===== config.mk =====
export PLATFORM = sky130hd
export DESIGN_NAME = pidc_cfg
export DESIGN_NICKNAME = d
export VERILOG_FILES = /design/src/rtl/pidc_pkg.sv /design/src/rtl/pidc_cfg.sv
export SDC_FILE = /design/constraint.sdc
export NUM_CORES = 1
export LEC_CHECK = 0
export BUFFER_PORTS_ARGS = -buffer_cell sky130_fd_sc_hd__buf_4
export CELL_PAD_IN_SITES_DETAIL_PLACEMENT = 2
export CELL_PAD_IN_SITES_GLOBAL_PLACEMENT = 2
export CORE_MARGIN = 4
export CORE_UTILIZATION = 31
export DETAILED_ROUTE_END_ITERATION = 10
export GPL_TIMING_DRIVEN = 1
export HOLD_SLACK_MARGIN = 0.02
export PLACE_DENSITY = 0.85
export SYNTH_ARGS = -nofsm -noshare
export SYNTH_HDL_FRONTEND = slang
export SYNTH_SLANG_ARGS = --single-unit

===== constraint.sdc =====
create_clock -name i_clk -period 1.15 [get_ports i_clk]
set_input_delay 0.115 -clock i_clk [delete_from_list [all_inputs] [get_ports i_clk]]
set_output_delay 0.115 -clock i_clk [all_outputs]
set_load 0.01 [all_outputs]

===== src/rtl/pidc_pkg.sv =====
`timescale 1ns / 1ps

package pidc_pkg;

    localparam logic REQ_COMPUTE = 1'b0;
    localparam logic REQ_CLEAR   = 1'b1;

    localparam logic MODE_POSITIONAL  = 1'b0;
    localparam logic MODE_INCREMENTAL = 1'b1;

    localparam logic [1:0] LIM_NONE = 2'd0;
    localparam logic [1:0] LIM_MAX  = 2'd1;
    localparam logic [1:0] LIM_MIN  = 2'd2;

    typedef enum logic [2:0] {
        CFG_MODE    = 3'd0,
        CFG_KP      = 3'd1,
        CFG_KI      = 3'd2,
        CFG_KD      = 3'd3,
        CFG_KI_TP   = 3'd4,
        CFG_KD_OP   = 3'd5,
        CFG_OUT_MIN = 3'd6,
        CFG_OUT_MAX = 3'd7
    } t_cfg_idx;

    typedef struct packed {
        logic               req_type;
        logic signed [15:0] setpoint;
        logic signed [15:0] feedback;
    } t_in_item;

    typedef struct packed {
        logic signed [31:0] drive;
        logic [1:0]         limited;
    } t_out_item;

    typedef struct packed {
        logic               mode;
        logic signed [15:0] kp;
        logic signed [15:0] ki;
        logic signed [15:0] kd;
        logic signed [15:0] ki_times_period;
        logic signed [15:0] kd_over_period;
        logic signed [31:0] out_min;
        logic signed [31:0] out_max;
    } t_cfg;

    typedef struct packed {
        logic signed [16:0] last_error;
        logic signed [16:0] previous_error;
        logic signed [31:0] error_sum;
        logic signed [31:0] last_drive;
    } t_state;

endpackage


===== src/rtl/pidc_cfg.sv =====
`timescale 1ns / 1ps

module pidc_cfg
    import pidc_pkg::*;
(
    input  logic        i_clk,
    input  logic        i_rst_n,
    input  logic        i_we,
    input  t_cfg_idx    i_index,
    input  logic [31:0] i_data,
    output t_cfg        o_cfg
);

    t_cfg r_cfg;
    t_cfg n_cfg;

    always_comb begin
        n_cfg = r_cfg;
        if (i_we) begin
            unique case (i_index)
                CFG_MODE:    n_cfg.mode            = i_data[0];
                CFG_KP:      n_cfg.kp              = i_data[15:0];
                CFG_KI:      n_cfg.ki              = i_data[15:0];
                CFG_KD:      n_cfg.kd              = i_data[15:0];
                CFG_KI_TP:   n_cfg.ki_times_period = i_data[15:0];
                CFG_KD_OP:   n_cfg.kd_over_period  = i_data[15:0];
                CFG_OUT_MIN: n_cfg.out_min         = i_data;
                CFG_OUT_MAX: n_cfg.out_max         = i_data;
                default: ;
            endcase
        end
    end

    always_ff @(posedge i_clk) begin
        if (!i_rst_n) begin
            r_cfg.mode            <= MODE_POSITIONAL;
            r_cfg.kp              <= '0;
            r_cfg.ki              <= '0;
            r_cfg.kd              <= '0;
            r_cfg.ki_times_period <= '0;
            r_cfg.kd_over_period  <= '0;
            r_cfg.out_min         <= 32'sh8000_0000;
            r_cfg.out_max         <= 32'sh7fff_ffff;
        end else begin
            r_cfg <= n_cfg;
        end
    end

    assign o_cfg = r_cfg;

endmodule


==> flow_summary_export.csv <==
group,metric,value,unit
placement,buffer_ports.inserted,182,
setup_path,worst-path-max-fanout,2,
global_routing,top_usage_layer,"met2",
global_routing,globalRouteMet2Util,35.86,%
floorplanning,floorplan.die.height,143.5,um
setup_path,critical_path.endpoint_type,"output pin",
final_layout,number_of_flip_flops_in_the_largest_register,145,
yosys,synth.distinct_cells,15,
power_and_ir_drop,vdd_ir_drop_max,1.002,mV
setup_path,arrival,940,ps
placement,post-place-cells,943,
floorplanning,core,0.01802,mm^2
final_layout,layout-drive-gt1-share,30.41,%
run_status,status,"finished, final reports clean",
global_routing,grt_pass1_vias,5426,
drt,detail_route.drc_violations,0,
sta,worst-slew-pin-transition,352.3,ps
yosys,post_synth_main_area_contributors,"sky130_fd_sc_hd__dfxtp_1 (51%), sky130_fd_sc_hd__mux2i_1 (26%), sky130_fd_sc_hd__nand2_1 (9.6%), sky130_fd_sc_hd__nor2b_1 (7.0%), sky130_fd_sc_hd__buf_6 (2.4%)",
placement,gp_routability_congestion,0.7842,
floorplanning,boundaryPins,183,
power_and_ir_drop,power_density,1456,mW/mm^2
sta,report.final.setup_viol,0,
global_routing,grt_start_max_net_pins,31,
setup_path,critPathSlowestCell,"sky130_fd_sc_hd__dfxtp_1",
sta,fmax,950.8,MHz
clock_network,clock_pin_transition_on_the_worst_setup_and_hold_timing_paths,60,ps
global_routing,globalRouteMet3Util,4.992,%
setup_path,cp-start-kind,"flop",
setup_path,critical_path_class,"reg2out",
sta,grt_setup_unrepaired,"no",
floorplanning,core.rowCount,49,
sta,worst_slew_margin_rel,76.18,%
placement,post-dp-hpwl,14210,um
setup_path,delay_of_the_slowest_critical_path_stage,380,ps
clock_network,cts_hold_repair.buffers,32,
yosys,syn_area,0.005688,mm^2
power_and_ir_drop,p_leak,3.894,nW
clock_network,clockRootBuffer,"sky130_fd_sc_hd__clkbuf_16",
floorplanning,starting_density,31.56,%
clock_network,clk-insertion-delay-late,410,ps
sta,post-route-period-util,91.45,%
flow_run,maxCapViolations,0,
drt,drt_iter0_markers,168,
setup_path,critical_path.cell_chain,"buf_4",
sta,finalCriticalPeriod,1052,ps
yosys,synth_top_area_cell,"sky130_fd_sc_hd__dfxtp_1",
final_layout,n_antenna_cell,0,
yosys,yosys.area.top_type_share,51.03,%
yosys,synth_edf_count,0,
yosys,sequential_element_share_of_the_synthesized_area,51.03,%
drt,vias_per_cell,4.680,
drt,drtAntennaViolNets,0,
global_routing,gr-usage-all-layers,19.73,%
floorplanning,die_w,143.5,um
global_routing,antenna_found_initial,0,
global_routing,overflow,0,
global_routing,grt_first_pass_wirelength,31130,um
final_layout,num-nets-final,803,
yosys,synthesized_area_divided_by_synthesized_cell_count,10.32,um^2
sta,totalNegativeSetupSlack,0,ps
clock_network,ctsResizeCount,0,
setup_path,worst_path_dominant_cell_family,"flip-flops",
sta,final_hold_viol_count,0,
clock_network,cts_max_path_buffers,2,
yosys,postSynth.asyncResetShare,0,%
final_layout,final-instance-count-excl-fill,1005,
clock_network,cts.htree.levels,4,
setup_path,worstPathBufferInverterCount,1,
drt,number_of_iterations_in_the_first_detailed_routing_pass,4,
yosys,syn_inst,551,
sta,worst_case_clock_skew,0,ps
drt,vias,4703,
clock_network,postCtsSetupRepairBufs,0,
yosys,mappedNetlistNets,589,
setup_path,required,1030,ps
floorplanning,die_area,0.02058,mm^2
clock_network,cts_tree,"yes",
yosys,synth_top_flop_cell,"sky130_fd_sc_hd__dfxtp_1",
yosys,ys_warn_count,0,
global_routing,met1_usage,23.08,%
clock_network,numCtsBuffers,17,
final_layout,layout-area-overhead-vs-synth,47.10,%
worst_hold_path,timing.hold.worst.class,"in2reg",
drt,wl,20240,um
drt,routedWlPerCell,20.13,um
clock_network,cts.sinks,145,
yosys,ys_ff_latch,145,
sta,timing.final.max_slew_violations,0,
yosys,yosys-top-cells-count,"sky130_fd_sc_hd__dfxtp_1 (145), sky130_fd_sc_hd__mux2i_1 (145), sky130_fd_sc_hd__nand2_1 (145)",
[metal layers]
metal  routed length [um]  part of all wire, %
met3                  985                  4.9
met2                10690                   53
met4                  286                  1.4
met1                 8275                   41
met5                    0                    0
[area by class of cell]
type | count | area (um^2)
Multi-Input combinational cell | 363 | 2501
Timing Repair Buffer | 238 | 2058
Sequential cell | 145 | 2903
Clock inverter | 9 | 157.7
Clock buffer | 21 | 460.4
Fill cell | 1902 | 9658
Tap cell | 229 | 286.5
[power breakdown]
| part | total, W | switching (W) | internal, W |
|---|---|---|---|
| Sequential | 0.00521 | 0.0000760 | 0.00514 |
| Combinational | 0.00107 | 0.000527 | 0.000539 |
| Clock | 0.00590 | 0.00217 | 0.00373 |
| Total | 0.0122 | 0.00277 | 0.00941 |
[worst paths after layout]
check                           from                 endpoint  slack [ps]  depth (start not counted)
max          o_cfg[124]$_SDFFE_PN0P_               o_cfg[124]         100                          1
min reg2reg   o_cfg[59]$_SDFFE_PN0P_   o_cfg[59]$_SDFFE_PN0P_         460                          2
min                       i_index[0]  o_cfg[144]$_SDFFE_PN0P_          80                          3
max reg2reg   o_cfg[19]$_SDFFE_PN1P_   o_cfg[19]$_SDFFE_PN1P_         440                          2
[cell families (layout without fill, tap and decap cells)]
family | Yosys count | after routing | synth area share (%)
simple gates | 218 | 218 | 18.43
mux | 145 | 145 | 25.52
flops | 145 | 145 | 51.03
buf+inv | 43 | 268 | 5.016
[layout by cell type, fill, tap and decap left out]
cell / Yosys / final
sky130_fd_sc_hd__clkbuf_16: 0 / 17
sky130_fd_sc_hd__clkinv_2: 0 / 1
sky130_fd_sc_hd__buf_12: 0 / 15
sky130_fd_sc_hd__nand4b_1: 2 / 2
sky130_fd_sc_hd__dfxtp_1: 145 / 145
sky130_fd_sc_hd__and4bb_1: 1 / 1
sky130_fd_sc_hd__clkbuf_8: 0 / 2
sky130_fd_sc_hd__nand4b_4: 1 / 1
sky130_fd_sc_hd__dlygate4sd3_1: 0 / 32
sky130_fd_sc_hd__and4_2: 0 / 1
sky130_fd_sc_hd__nor4b_1: 1 / 1
sky130_fd_sc_hd__clkbuf_1: 10 / 2
sky130_fd_sc_hd__clkinvlp_4: 0 / 2
sky130_fd_sc_hd__and4b_1: 1 / 1
sky130_fd_sc_hd__mux2i_1: 145 / 145
sky130_fd_sc_hd__nand2_1: 145 / 145
sky130_fd_sc_hd__clkinv_4: 0 / 2
sky130_fd_sc_hd__nor2b_1: 64 / 64
sky130_fd_sc_hd__nand4bb_1: 2 / 2
sky130_fd_sc_hd__bufinv_16: 0 / 4
sky130_fd_sc_hd__buf_6: 12 / 1
sky130_fd_sc_hd__buf_4: 3 / 190
[through the flow]
stage          area [um^2]  utilization [%]  hold WS, ps  setup slack [ps]  total power (W)
3_3_place_gp          7428            41.21        379.1             9.584         0.006246
6_report              8367            46.42        75.55             98.27          0.01218
3_5_place_dp          7428            41.21        392.8            -19.27         0.006294
2_1_floorplan         5688                -        257.1             126.5         0.005779
5_1_grt               8367            46.42        74.78             52.57          0.01265
4_1_cts               8367            46.42        40.93             77.44          0.01233
Power figures use the tool's default switching activity.
